### config.mk
export PLATFORM = sky130hd
export DESIGN_NAME = pulse_run_resampler_core
export DESIGN_NICKNAME = d
export VERILOG_FILES = /design/src/rtl/prr_pkg.sv /design/src/rtl/prr_front.sv /design/src/rtl/prr_div.sv /design/src/rtl/prr_back.sv /design/src/rtl/pulse_run_resampler_core.sv
export SDC_FILE = /design/constraint.sdc
export NUM_CORES = 1
export LEC_CHECK = 0
export BUFFER_PORTS_ARGS = -buffer_cell sky130_fd_sc_hd__buf_2
export CAP_MARGIN = 5
export CORE_MARGIN = 1
export CORE_UTILIZATION = 54
export DETAILED_ROUTE_END_ITERATION = 16
export PLACE_DENSITY = 0.75
export SLEW_MARGIN = 20
export SYNTH_ARGS = -nofsm -noshare
export SYNTH_HDL_FRONTEND = slang
export SYNTH_SLANG_ARGS = --single-unit
### constraint.sdc
create_clock -name clk -period 6.85 [get_ports clk]
set_clock_uncertainty 0.1 [all_clocks]
set_input_delay 0.3425 -clock clk [delete_from_list [all_inputs] [get_ports clk]]
set_output_delay 0.3425 -clock clk [all_outputs]
set_load 0.1 [all_outputs]
### src/rtl/prr_pkg.sv
// ============================================================================
// prr_pkg
// Shared types, constants and helpers of the pulse run resampler.
// ============================================================================
`default_nettype none

package prr_pkg;

    localparam int FRACTION_BITS = 16;
    localparam int COUNT_BITS    = 32;

    localparam int SAMPLES_W = 32;
    localparam int STEP_W    = 32;
    localparam int RUN_W     = 48;

    localparam int N_W     = (COUNT_BITS < SAMPLES_W) ? COUNT_BITS : SAMPLES_W;
    localparam int NFX_W   = N_W + FRACTION_BITS;
    localparam int COMP_W  = (NFX_W > STEP_W) ? NFX_W : STEP_W;
    localparam int CNT_W   = NFX_W + 1;
    localparam int WIDE_W  = (CNT_W > RUN_W) ? CNT_W : RUN_W;
    localparam int DIV_CNT_W = $clog2(NFX_W + 1);

    localparam logic [STEP_W-1:0] STEP_ONE = STEP_W'(1) << FRACTION_BITS;
    localparam logic [RUN_W-1:0]  RUN_MAX  = {RUN_W{1'b1}};

    localparam int QUEUE_DEPTH = 2;
    localparam int QPTR_W      = $clog2(QUEUE_DEPTH);
    localparam int QCNT_W      = $clog2(QUEUE_DEPTH + 1);

    typedef struct packed {
        logic [SAMPLES_W-1:0] pulse_samples;
        logic                 pulse_level;
    } pulse_t;

    typedef struct packed {
        logic             run_level;
        logic [RUN_W-1:0] run_length;
        logic             run_last;
    } run_t;

    typedef struct packed {
        logic [N_W-1:0] samples;
        logic           level;
    } qitem_t;

    function automatic logic [RUN_W-1:0] sat_run(input logic [CNT_W-1:0] n);
        logic [WIDE_W-1:0] wide;
        wide = WIDE_W'(n);
        if (wide > WIDE_W'(RUN_MAX))
            return RUN_MAX;
        return wide[RUN_W-1:0];
    endfunction

endpackage

`default_nettype wire

### src/rtl/prr_front.sv
// ============================================================================
// prr_front
// Input side: accept pulse items, trim the count and hold them in a short
// queue for the back end.
// ============================================================================
`default_nettype none

module prr_front
    import prr_pkg::*;
(
    input  wire logic   clk,
    input  wire logic   rst_n,
    input  wire logic   pulse_valid,
    output logic        pulse_stall,
    input  wire pulse_t pulse_item,
    output logic        q_valid,
    output qitem_t      q_item,
    input  wire logic   q_pop
);

    qitem_t             entry_reg [QUEUE_DEPTH];
    logic [QPTR_W-1:0]  wr_ptr_reg, wr_ptr_next;
    logic [QPTR_W-1:0]  rd_ptr_reg, rd_ptr_next;
    logic [QCNT_W-1:0]  count_reg, count_next;
    logic               push, pop;

    assign pulse_stall = (count_reg == QCNT_W'(QUEUE_DEPTH));
    assign q_valid     = (count_reg != '0);
    assign q_item      = entry_reg[rd_ptr_reg];
    assign push        = pulse_valid && !pulse_stall;
    assign pop         = q_pop && q_valid;

    always_comb
    begin
        wr_ptr_next = wr_ptr_reg;
        rd_ptr_next = rd_ptr_reg;
        count_next  = count_reg;
        if (push)
        begin
            wr_ptr_next = (wr_ptr_reg == QPTR_W'(QUEUE_DEPTH - 1)) ? '0 : wr_ptr_reg + 1'b1;
        end
        if (pop)
        begin
            rd_ptr_next = (rd_ptr_reg == QPTR_W'(QUEUE_DEPTH - 1)) ? '0 : rd_ptr_reg + 1'b1;
        end
        if (push && !pop)
            count_next = count_reg + 1'b1;
        else if (pop && !push)
            count_next = count_reg - 1'b1;
    end

    always_ff @(posedge clk or negedge rst_n)
    begin
        if (!rst_n)
        begin
            wr_ptr_reg <= '0;
            rd_ptr_reg <= '0;
            count_reg  <= '0;
        end
        else
        begin
            wr_ptr_reg <= wr_ptr_next;
            rd_ptr_reg <= rd_ptr_next;
            count_reg  <= count_next;
        end
    end

    // hold payload, no reset needed
    always_ff @(posedge clk)
    begin
        if (push)
        begin
            entry_reg[wr_ptr_reg].samples <= pulse_item.pulse_samples[N_W-1:0];
            entry_reg[wr_ptr_reg].level   <= pulse_item.pulse_level;
        end
    end

endmodule

`default_nettype wire

### src/rtl/prr_div.sv
// ============================================================================
// prr_div
// Restoring divider, one quotient bit per cycle.
// ============================================================================
`default_nettype none

module prr_div
    import prr_pkg::*;
(
    input  wire logic              clk,
    input  wire logic              rst_n,
    input  wire logic              start,
    input  wire logic [NFX_W-1:0]  dividend,
    input  wire logic [STEP_W-1:0] divisor,
    output logic                   done,
    output logic [NFX_W-1:0]       quotient,
    output logic [STEP_W-1:0]      remainder
);

    logic [NFX_W-1:0]     quo_reg, quo_next;
    logic [STEP_W-1:0]    rem_reg, rem_next;
    logic [STEP_W-1:0]    dvs_reg;
    logic [DIV_CNT_W-1:0] cnt_reg, cnt_next;
    logic                 busy_reg, busy_next;
    logic [STEP_W:0]      trial;

    assign done      = busy_reg && (cnt_reg == '0);
    assign quotient  = quo_reg;
    assign remainder = rem_reg;
    assign trial     = {rem_reg, quo_reg[NFX_W-1]};

    always_comb
    begin
        quo_next  = quo_reg;
        rem_next  = rem_reg;
        cnt_next  = cnt_reg;
        busy_next = busy_reg;
        if (start)
        begin
            quo_next  = dividend;
            rem_next  = '0;
            cnt_next  = DIV_CNT_W'(NFX_W);
            busy_next = 1'b1;
        end
        else if (busy_reg)
        begin
            if (cnt_reg == '0)
            begin
                busy_next = 1'b0;
            end
            else
            begin
                cnt_next = cnt_reg - 1'b1;
                if (trial >= {1'b0, dvs_reg})
                begin
                    rem_next = STEP_W'(trial - {1'b0, dvs_reg});
                    quo_next = {quo_reg[NFX_W-2:0], 1'b1};
                end
                else
                begin
                    rem_next = trial[STEP_W-1:0];
                    quo_next = {quo_reg[NFX_W-2:0], 1'b0};
                end
            end
        end
    end

    always_ff @(posedge clk or negedge rst_n)
    begin
        if (!rst_n)
        begin
            busy_reg <= 1'b0;
            cnt_reg  <= '0;
        end
        else
        begin
            busy_reg <= busy_next;
            cnt_reg  <= cnt_next;
        end
    end

    always_ff @(posedge clk)
    begin
        quo_reg <= quo_next;
        rem_reg <= rem_next;
        if (start)
            dvs_reg <= divisor;
    end

endmodule

`default_nettype wire

### src/rtl/prr_back.sv
// ============================================================================
// prr_back
// Execution side: keep scan distance and level, split each scanned pulse into
// runs and drive the output register.
// ============================================================================
`default_nettype none

module prr_back
    import prr_pkg::*;
(
    input  wire logic              clk,
    input  wire logic              rst_n,
    input  wire logic              cfg_valid,
    input  wire logic [STEP_W-1:0] cfg_data,
    input  wire logic              q_valid,
    input  wire qitem_t            q_item,
    output logic                   q_pop,
    output logic                   run_valid,
    input  wire logic              run_stall,
    output run_t                   run_item
);

    localparam logic [1:0] ST_IDLE = 2'd0;
    localparam logic [1:0] ST_DIV  = 2'd1;
    localparam logic [1:0] ST_RUN1 = 2'd2;
    localparam logic [1:0] ST_RUN2 = 2'd3;

    logic [1:0]        state_reg, state_next;
    logic [STEP_W-1:0] step_reg;
    logic [STEP_W-1:0] dist_reg, dist_next;
    logic              prev_reg, prev_next;
    logic              level_reg, first_reg, split_reg;
    logic              run_valid_reg, run_valid_next;
    run_t              run_reg, run_next;

    logic [STEP_W-1:0] s_eff;
    logic [NFX_W-1:0]  nfx;
    logic              no_scan, first_new, load_ok;
    logic              div_start, div_done;
    logic [NFX_W-1:0]  div_quo;
    logic [STEP_W-1:0] div_rem;

    assign s_eff     = (step_reg == '0) ? STEP_ONE : step_reg;
    assign nfx       = {q_item.samples, {FRACTION_BITS{1'b0}}};
    assign no_scan   = COMP_W'(nfx) < COMP_W'(dist_reg);
    assign first_new = (prev_reg == q_item.level) || ({dist_reg, 1'b0} >= {1'b0, s_eff});
    assign load_ok   = !run_valid_reg || !run_stall;
    assign run_valid = run_valid_reg;
    assign run_item  = run_reg;

    prr_div u_div (
        .clk       (clk),
        .rst_n     (rst_n),
        .start     (div_start),
        .dividend  (NFX_W'(COMP_W'(nfx) - COMP_W'(dist_reg))),
        .divisor   (s_eff),
        .done      (div_done),
        .quotient  (div_quo),
        .remainder (div_rem)
    );

    always_comb
    begin
        state_next     = state_reg;
        dist_next      = dist_reg;
        prev_next      = prev_reg;
        q_pop          = 1'b0;
        div_start      = 1'b0;
        run_next       = run_reg;
        run_valid_next = run_valid_reg && run_stall;
        case (state_reg)
            ST_IDLE:
            begin
                if (q_valid)
                begin
                    q_pop     = 1'b1;
                    prev_next = q_item.level;
                    if (no_scan)
                    begin
                        dist_next = STEP_W'(COMP_W'(dist_reg) - COMP_W'(nfx));
                    end
                    else
                    begin
                        div_start  = 1'b1;
                        state_next = ST_DIV;
                    end
                end
            end
            ST_DIV:
            begin
                if (div_done)
                begin
                    dist_next  = s_eff - div_rem;
                    state_next = ST_RUN1;
                end
            end
            ST_RUN1:
            begin
                if (load_ok)
                begin
                    run_valid_next = 1'b1;
                    if (split_reg)
                    begin
                        run_next.run_level  = first_reg;
                        run_next.run_length = RUN_W'(1);
                        run_next.run_last   = (div_quo == '0);
                        state_next = (div_quo == '0) ? ST_IDLE : ST_RUN2;
                    end
                    else
                    begin
                        run_next.run_level  = level_reg;
                        run_next.run_length = sat_run(CNT_W'(div_quo) + CNT_W'(1));
                        run_next.run_last   = 1'b1;
                        state_next = ST_IDLE;
                    end
                end
            end
            ST_RUN2:
            begin
                if (load_ok)
                begin
                    run_valid_next      = 1'b1;
                    run_next.run_level  = level_reg;
                    run_next.run_length = sat_run(CNT_W'(div_quo));
                    run_next.run_last   = 1'b1;
                    state_next = ST_IDLE;
                end
            end
            default:
            begin
                state_next = ST_IDLE;
            end
        endcase
    end

    always_ff @(posedge clk or negedge rst_n)
    begin
        if (!rst_n)
        begin
            state_reg     <= ST_IDLE;
            step_reg      <= STEP_ONE;
            dist_reg      <= STEP_ONE;
            prev_reg      <= 1'b0;
            run_valid_reg <= 1'b0;
        end
        else
        begin
            state_reg     <= state_next;
            dist_reg      <= dist_next;
            prev_reg      <= prev_next;
            run_valid_reg <= run_valid_next;
            if (cfg_valid)
                step_reg <= cfg_data;
        end
    end

    // hold item attributes for the run phase
    always_ff @(posedge clk)
    begin
        run_reg <= run_next;
        if (div_start)
        begin
            level_reg <= q_item.level;
            first_reg <= prev_reg;
            split_reg <= !first_new;
        end
    end

endmodule

`default_nettype wire

### src/rtl/pulse_run_resampler_core.sv
// ============================================================================
// pulse_run_resampler_core
// Resample run-length pulses to a new rate, zero, one or two runs per pulse.
// ============================================================================
//  channel  | handshake           | payload
//  ---------+---------------------+---------------------------------------
//  pulse    | pulse_valid/stall   | pulse_item: pulse_samples, pulse_level
//  run      | run_valid/stall     | run_item: run_level, run_length, run_last
//  cfg      | cfg_valid/ready     | cfg_data: step_ratio (UQ16.16)
//
//  A pulse with no scan only updates scan distance and previous level in the back end.
//  Other pulses go through the restoring divider on NFX_W bits (48 at 16 fraction
//  bits and 32 count bits), then give one or two runs.
//  A two-entry queue holds pulses while the back end is busy.
//  Reset: step and scan distance 1.0, previous level 0, queue empty.
//  Output stall holds the run register; input stall rises when the queue fills.
// ============================================================================
`default_nettype none

module pulse_run_resampler_core
    import prr_pkg::*;
(
    input  wire logic              clk,
    input  wire logic              rst_n,
    input  wire logic              pulse_valid,
    output logic                   pulse_stall,
    input  wire pulse_t            pulse_item,
    output logic                   run_valid,
    input  wire logic              run_stall,
    output run_t                   run_item,
    input  wire logic              cfg_valid,
    output logic                   cfg_ready,
    input  wire logic [STEP_W-1:0] cfg_data
);

    logic   q_valid;
    logic   q_pop;
    qitem_t q_item;

    assign cfg_ready = 1'b1;

    prr_front u_front (
        .clk         (clk),
        .rst_n       (rst_n),
        .pulse_valid (pulse_valid),
        .pulse_stall (pulse_stall),
        .pulse_item  (pulse_item),
        .q_valid     (q_valid),
        .q_item      (q_item),
        .q_pop       (q_pop)
    );

    prr_back u_back (
        .clk       (clk),
        .rst_n     (rst_n),
        .cfg_valid (cfg_valid && cfg_ready),
        .cfg_data  (cfg_data),
        .q_valid   (q_valid),
        .q_item    (q_item),
        .q_pop     (q_pop),
        .run_valid (run_valid),
        .run_stall (run_stall),
        .run_item  (run_item)
    );

endmodule

`default_nettype wire

==> reports/summary.md, run 1 <==
• run status: complete, no violations
• most instantiated cells after synthesis: 211 x sky130_fd_sc_hd__nand2_1, 199 x sky130_fd_sc_hd__edfxtp_1, 180 x sky130_fd_sc_hd__o21ai_0
• width of the die: 196 um
• DR DRC count: 0
• number of optimization iterations in the first detailed-route pass: 6
• detailed placer's ending HPWL: 39600 um
• combined area of all synthesized cells: 0.0204 mm^2
• kind of end point of the critical path: flip-flop
• clock sink count: 310
• share of layout cells above drive strength 1: 9.70%
• most used flip-flop cell after synthesis: sky130_fd_sc_hd__edfxtp_1
• number of buffers and inverters on the critical path: 3
• number of design-rule violations left by the first detailed-router iteration: 1607
• Die ar.: 0.0385 mm^2
• transition time of the tightest slew-check pin: 1.02 ns
• Crit path max-delay family: compound AO/OA/AOI/OAI gates
• Max Clock Freq: 0.201 GHz
• cell depth of the worst flop-to-flop path: 12
• CTS root buffer: sky130_fd_sc_hd__clkbuf_16
• max-cap violation count: 0
• Crit Path Category: flip-flop to flip-flop
• post-layout minimum cycle time: 4.98 ns
• net count reported at finish: 2519
• reported leakage power: 9.89 nW
• Worst Hold Path EP: u_back.step_reg[9]$_DFFE_PN0P_
• number of storage elements in the synthesis netlist: 310
• most common cell in the netlist: sky130_fd_sc_hd__nand2_1
• power density over cell area: 512 mW/mm^2
• Setup TNS: 0 ns
• wire length after detailed routing: 53900 um
• relative max-transition margin: 31.9%
• GRT Util Overall: 28.2%
• post-synthesis average cell area: 9.15 um^2
• Data required, critical path: 7.01 ns
• number of enable-type register cells in the synthesized netlist: 199
• Max Slew Vio Count: 0
• vias after detailed routing: 17400
• count of cell instances traversed by the critical path: 12
• post-CTS repair timing setup buffer count: 0
• cell type with the highest occurrence count on the critical path: sky130_fd_sc_hd__o21ai_0
• yosys warns: 0
• slack of the worst reg-to-reg path: 1.87 ns
• Inst Count DP: 2717
• final hold vios: 0
• top sig layer: met4
• site row count: 70
• RSZ-0062 raised after global routing: no
• wire length of the first global-routing pass: 86400 um
• fillers: 3109
• antenna fix cells: 0
• startpoint type of the worst setup path: flip-flop
• I/O pin count: 123
• post-detailed-route via-to-cell ratio: 6.10
• top-area cell type share of the netlist area: 29.4%
• met1 routed wirelength after detailed routing: 23500 um
• placeable core area: 0.0369 mm^2
• delay of the slowest cell on the worst path: 0.71 ns
• remaining number of nets flagged by the antenna check after routing: 0
• tightest hold margin: 0.0353 ns
• Seq/Total Area, Yosys: 42.2%
• Min-Delay Path Class: input port to flip-flop
• worst voltage drop across the vdd grid: 0.000346 V
• wire length on met3: 4290 um
• number of standard cells after synthesis: 2224
• antenna violations before repair: 0
• routed wl met2: 24500 um
• worst slack after detailed placement: 1.94 ns
• data arrival time at the worst-slack endpoint: 5.14 ns
• final core utilization: 62.4%
• number of CTS-inserted buffers: 35
• net count after synthesis: 2428
• cell type contributing the most total cell area after synthesis: sky130_fd_sc_hd__edfxtp_1
• number of setup violations in the final report: 0
• hold path cells: 3
• source of the worst register-to-register timing path: u_front.rd_ptr_reg$_DFFE_PN0P_
• list of cells traversed by the critical path: mux2i_1 > inv_1 > ha_1 > and3_1 > nand4_1 > a2111oi_1 > o21ai_0 > and2_1 > a21o_2 > inv_2 > buf_4 > o21ai_0
• async set or reset register ratio after synthesis: 25.5%
• dominant cells by area after synthesis: sky130_fd_sc_hd__edfxtp_1 29%, sky130_fd_sc_hd__dfrtp_1 9.5%, sky130_fd_sc_hd__ha_1 8.1%
• hold path start: cfg_data[9]
• reg-to-reg endpoint: u_back.u_div.quotient[7]$_DFFE_PP_
• non-filler instance count after layout: 2845
• DR WL/cell: 19.0 um
• worst setup path startpoint: u_front.rd_ptr_reg$_DFFE_PN0P_
• Area Growth Syn to Fin: 13.0%
• max FFs per register: 66
• clk_lat worst skew: 0.54 ns
• distinct cell type count after synthesis: 86
• final weighted congestion of routability-driven global placement: 0.994
• number of buffers added on ports: 121
• vertical die dimension: 196 um
• share of the clock period used by the worst path: 72.7%
• slowest stage cell, crit path: sky130_fd_sc_hd__inv_2
• number of global-route vias before repair: 16600
• maximum net fanout on the critical path: 42
• initial core utilization: 55.2%
• final worst-path setup slack: 1.87 ns
• Remaining Overflow, GRT: 0
• level count of the clock H-tree: 2
• clock-pin slew on the worst setup and hold paths: 0.06 ns
• CTS Buffer Depth: 3
• CTS tree: done
• largest net degree at the start of global routing: 73
-- metal layers --
metal / up-vias / global-route usage (%)
li1: 8225 / -
met1: 8256 / 38.9
met2: 757 / 44.7
met3: 117 / 4.62
met4: 0 / 10.1
met5: - / 0
-- stage by stage --
step           power (mW)  area, um^2
2_1_floorplan        8.21       20400
3_3_place_gp         9.52       21200
3_5_place_dp         9.72       21200
4_1_cts              11.7       23000
5_1_grt              12.6       23000
6_report             11.8       23000
-- logic make-up after synthesis --
group / Yosys count / share of synthesized area [%]
flip-flops: 310 / 42.2
AND/OR/NAND/NOR: 685 / 16.6
multiplexers: 61 / 3.04
adder cells (fa/ha/maj): 134 / 8.35
XOR/XNOR: 129 / 5.55
buffers and inverters: 315 / 6.01
other: 1 / 0.0184
AO/OA/AOI/OAI: 589 / 18.2
-- how the worst max path moves through the flow --
stage	to	slack (ns)
finish	u_back.u_div.quotient[7]$_DFFE_PP_	1.87
CTS	u_back.u_div.quotient[7]$_DFFE_PP_	1.90
detailed placement	u_back.u_div.remainder[0]$_SDFFE_PP0P_	1.94
global route	u_back.u_div.remainder[0]$_SDFFE_PP0P_	1.53
global placement	u_back.u_div.remainder[1]$_SDFFE_PP0P_	2.07
floorplan	u_back.u_div.quotient[0]$_DFFE_PP_	0.32
-- cells in the final DEF, fill, tap and decap left out, types with 9 or more instances in the layout --
cell type	Yosys	layout
sky130_fd_sc_hd__a211oi_1	37	37
sky130_fd_sc_hd__a21o_1	51	50
sky130_fd_sc_hd__a21oi_1	145	144
sky130_fd_sc_hd__a311oi_1	9	9
sky130_fd_sc_hd__a31oi_1	29	28
sky130_fd_sc_hd__a41oi_1	13	13
sky130_fd_sc_hd__and2_1	16	16
sky130_fd_sc_hd__and3_1	36	36
sky130_fd_sc_hd__and4_1	12	12
sky130_fd_sc_hd__buf_2	11	120
sky130_fd_sc_hd__buf_4	1	16
sky130_fd_sc_hd__clkbuf_1	125	9
sky130_fd_sc_hd__clkbuf_16	0	37
sky130_fd_sc_hd__dfrtp_1	77	76
sky130_fd_sc_hd__dfxtp_1	32	32
sky130_fd_sc_hd__dlygate4sd3_1	0	65
sky130_fd_sc_hd__edfxtp_1	199	199
sky130_fd_sc_hd__ha_1	131	131
sky130_fd_sc_hd__inv_1	165	165
sky130_fd_sc_hd__mux2i_1	54	54
sky130_fd_sc_hd__nand2_1	211	209
sky130_fd_sc_hd__nand2b_1	21	21
sky130_fd_sc_hd__nand3_1	51	51
sky130_fd_sc_hd__nand4_1	44	44
sky130_fd_sc_hd__nor2_1	150	148
sky130_fd_sc_hd__nor2b_1	20	19
sky130_fd_sc_hd__nor3_1	47	47
sky130_fd_sc_hd__nor4_1	37	37
sky130_fd_sc_hd__o211ai_1	9	9
sky130_fd_sc_hd__o21a_1	13	13
sky130_fd_sc_hd__o21ai_0	180	180
sky130_fd_sc_hd__o21bai_1	14	14
sky130_fd_sc_hd__o31ai_1	11	11
sky130_fd_sc_hd__xnor2_1	80	80
sky130_fd_sc_hd__xor2_1	49	49
-- final cells by class --
cell class,count,area [um^2],share of cell area [%]
clock buffer,51,1030,4.47
clock inverter,12,143,0.620
inverter,167,627,2.72
multi-input combinational,1599,10600,46.0
sequential,310,8600,37.4
tap,504,631,2.74
timing repair buffer,202,1390,6.05
-- tightest hold or removal path, delay by kind of cell --
family                 cells  cell delay, ns
AOI/OAI and AO/OA          1            0.10
buffers and inverters      1            0.08
and+or+nand+nor            1            0.09
-- power by group --
group	leakage, nW	switching [mW]	total [mW]	internal, mW
Sequential	3.15	0.761	3.53	2.77
Clock	0.570	0.748	1.90	1.16
Combinational	6.17	3.97	6.35	2.37
-- timing repair --
item / in CTS / in global routing
endpoints found under the setup margin: 0 / 0
hold buffers: 65 / 0
gates resized for setup: 0 / 0
endpoints found under the hold margin: 119 / 0
Note: power is estimated with default switching activity, not from simulation.
==> run 2: changes to the inputs <==
PLACE_DENSITY = 0.72   (was 0.75)
clock period = 4.95 ns   (was 6.85 ns; I/O delays follow)
==> reports/summary.md, run 2 (synthesis gave the netlist of run 1 again) <==
• largest net degree at the start of global routing: 73, unchanged
• commonest non-fill, non-tap cell in the layout: sky130_fd_sc_hd__nand2_1, unchanged
• power density over cell area: 707 mW/mm^2, was 512 mW/mm^2
• vertical die dimension: 196 um, unchanged
• CTS tree: done, unchanged
• clock sink count: 310, unchanged
• GRT Util Overall: 28.3%, was 28.2%
• final core utilization: 62.8%, was 62.4%
• max FFs per register: 66, unchanged
• final weighted congestion of routability-driven global placement: 0.989, was 0.994
• clock-pin slew on the worst setup and hold paths: 0.06 ns, about the same
• maximum net fanout on the critical path: 37, was 42
• Die ar.: 0.0385 mm^2, unchanged
• number of buffers added on ports: 121, unchanged
• site row count: 70, unchanged
• fillers: 3074, was 3109
• post-detailed-route via-to-cell ratio: 6.06, was 6.10
• list of cells traversed by the critical path: buf_4 > mux2i_1 > nand4bb_1 > nor2_1 > nand4_1 > nor3_1 > a21o_4 > inv_2 > buf_4 > or4_1 > o311ai_0, was mux2i_1 > inv_1 > ha_1 > and3_1 > nand4_1 > a2111oi_1 > o21ai_0 > and2_1 > a21o_2 > inv_2 > buf_4 > o21ai_0
• startpoint type of the worst setup path: flip-flop, unchanged
• vias after detailed routing: 17300, was 17400
• post-CTS repair timing setup buffer count: 0, unchanged
• detailed placer's ending HPWL: 40200 um, was 39600 um
• Setup TNS: 0 ns, unchanged
• width of the die: 196 um, unchanged
• transition time of the tightest slew-check pin: 1.04 ns, was 1.02 ns
• number of setup violations in the final report: 0, unchanged
• initial core utilization: 55.2%, unchanged
• Remaining Overflow, GRT: 0, unchanged
• number of design-rule violations left by the first detailed-router iteration: 1553, was 1607
• relative max-transition margin: 30.4%, was 31.9%
• level count of the clock H-tree: 2, unchanged
• kind of end point of the critical path: flip-flop, unchanged
• clk_lat worst skew: 0.53 ns, was 0.54 ns
• final hold vios: 0, unchanged
• tightest hold margin: 0.129 ns, was 0.0353 ns
• RSZ-0062 raised after global routing: no, unchanged
• slowest stage cell, crit path: sky130_fd_sc_hd__dfrtp_2, was sky130_fd_sc_hd__inv_2
• net count reported at finish: 2534, was 2519
• number of global-route vias before repair: 16400, was 16600
• CTS Buffer Depth: 3, unchanged
• DR DRC count: 0, unchanged
• reported leakage power: 9.97 nW, was 9.89 nW
• wire length of the first global-routing pass: 86900 um, was 86400 um
• remaining number of nets flagged by the antenna check after routing: 0, unchanged
• Crit path max-delay family: simple AND/OR/NAND/NOR gates, was compound AO/OA/AOI/OAI gates
• number of optimization iterations in the first detailed-route pass: 6, unchanged
• Max Slew Vio Count: 0, unchanged
• DR WL/cell: 19.0 um, about the same
• CTS root buffer: sky130_fd_sc_hd__clkbuf_16, unchanged
• Min-Delay Path Class: input port to async pin, was input port to flip-flop
• most frequent cells in the layout: 209 x sky130_fd_sc_hd__nand2_1, 199 x sky130_fd_sc_hd__edfxtp_1, 180 x sky130_fd_sc_hd__o21ai_0, unchanged
• antenna violations before repair: 0, unchanged
• data arrival time at the worst-slack endpoint: 4.73 ns, was 5.14 ns
• Area Growth Syn to Fin: 13.7%, was 13.0%
• Data required, critical path: 5.26 ns, was 7.01 ns
• worst voltage drop across the vdd grid: 0.000538 V, was 0.000346 V
• delay of the slowest cell on the worst path: 0.61 ns, was 0.71 ns
• number of CTS-inserted buffers: 34, was 35
• run status: complete, no violations, unchanged
• max-cap violation count: 0, unchanged
• post-layout minimum cycle time: 4.42 ns, was 4.98 ns
• number of buffers and inverters on the critical path: 3, unchanged
• share of the clock period used by the worst path: 89.2%, was 72.7%
• antenna fix cells: 0, unchanged
• I/O pin count: 123, unchanged
• Crit Path Category: flip-flop to flip-flop, unchanged
• Max Clock Freq: 0.226 GHz, was 0.201 GHz
• share of layout cells above drive strength 1: 10.2%, was 9.70%
• cell type with the highest occurrence count on the critical path: sky130_fd_sc_hd__buf_4, was sky130_fd_sc_hd__o21ai_0
• placeable core area: 0.0369 mm^2, unchanged
• wire length after detailed routing: 54400 um, was 53900 um
## run 2: cell count changes in the layout (fill, tap and decap cells not counted), sizes merged
| cell | previous run | this run |
|---|---|---|
| bufinv | 3 | 4 |
| dlygate4sd3 | 65 | 68 |
| clkinv | 8 | 9 |
| buf | 137 | 150 |
| clkbuf | 51 | 48 |
## run 2: through the flow
step                cell area [um^2]  setup slack [ns]  instances  total power [mW]
floorplan                      20400            0.0416       2224              11.4
global placement               21300             0.675       2730              13.3
detailed placement             21300             0.589       2730              13.5
CTS                            23100             0.580       2860              16.3
global route                   23100             0.254       2860              17.5
finish                         23100             0.533       2860              16.4
## run 2: power breakdown
group	leakage, nW	total [mW]	internal (mW)	switching, mW
combinational	6.25	8.85	3.33	5.52
sequential	3.15	4.85	3.82	1.03
clock	0.573	2.65	1.62	1.04
## run 2: final timing paths
kind                                             startpoint                                 endpoint  slack (ns)  cells past startpoint
max in group asynchronous                             rst_n           u_front.rd_ptr_reg$_DFFE_PN0P_        3.61                      3
hold reg to reg            u_front.count_reg[1]$_DFFE_PN0P_         u_front.count_reg[1]$_DFFE_PN0P_        0.39                      1
min in group clk                                  cfg_valid          u_back.step_reg[28]$_DFFE_PN0P_        0.30                      3
setup / recovery             u_front.rd_ptr_reg$_DFFE_PN0P_  u_back.u_div.remainder[26]$_SDFFE_PP0P_        0.53                     11
hold / removal                                        rst_n           u_back.step_reg[4]$_DFFE_PN0P_        0.13                      2
setup reg to reg             u_front.rd_ptr_reg$_DFFE_PN0P_  u_back.u_div.remainder[26]$_SDFFE_PP0P_        0.53                     11
## run 2: timing repair
| action | in CTS | in global routing |
|---|---|---|
| hold buffers | 68 | 0 |
| gates resized for setup | 0 | 0 |
| endpoints found under the hold margin | 136 | 0 |
## run 2: metal layers
| layer | GRT usage, % | share of wire (%) | vias to the layer above |
|---|---|---|---|
| met2 | 45.3 | 46 | 669 |
| met1 | 40.2 | 45 | 8311 |
| met5 | 0 | 0 | - |
| met3 | 3.73 | 6.6 | 98 |
| li1 | - | - | 8267 |
| met4 | 8.22 | 2.5 | 0 |
## run 2: layout make-up
cell class                 count  area (um^2)  area share (%)
sequential                   310         8600            37.1
timing repair buffer         218         1520            6.56
tap                          504          631            2.72
clock inverter                14          174           0.751
multi-input combinational   1599        10600            45.8
clock buffer                  48          997            4.31
inverter                     167          627            2.71
## run 2: worst register-to-register path: stages, from the launching register on
cell and delay [ns]:
sky130_fd_sc_hd__dfrtp_2 0.61, sky130_fd_sc_hd__buf_4 0.50, sky130_fd_sc_hd__mux2i_1 0.59, sky130_fd_sc_hd__nand4bb_1 0.19
sky130_fd_sc_hd__nor2_1 0.28, sky130_fd_sc_hd__nand4_1 0.18, sky130_fd_sc_hd__nor3_1 0.53, sky130_fd_sc_hd__a21o_4 0.29
sky130_fd_sc_hd__inv_2 0.18, sky130_fd_sc_hd__buf_4 0.24, sky130_fd_sc_hd__or4_1 0.51, sky130_fd_sc_hd__o311ai_0 0.10
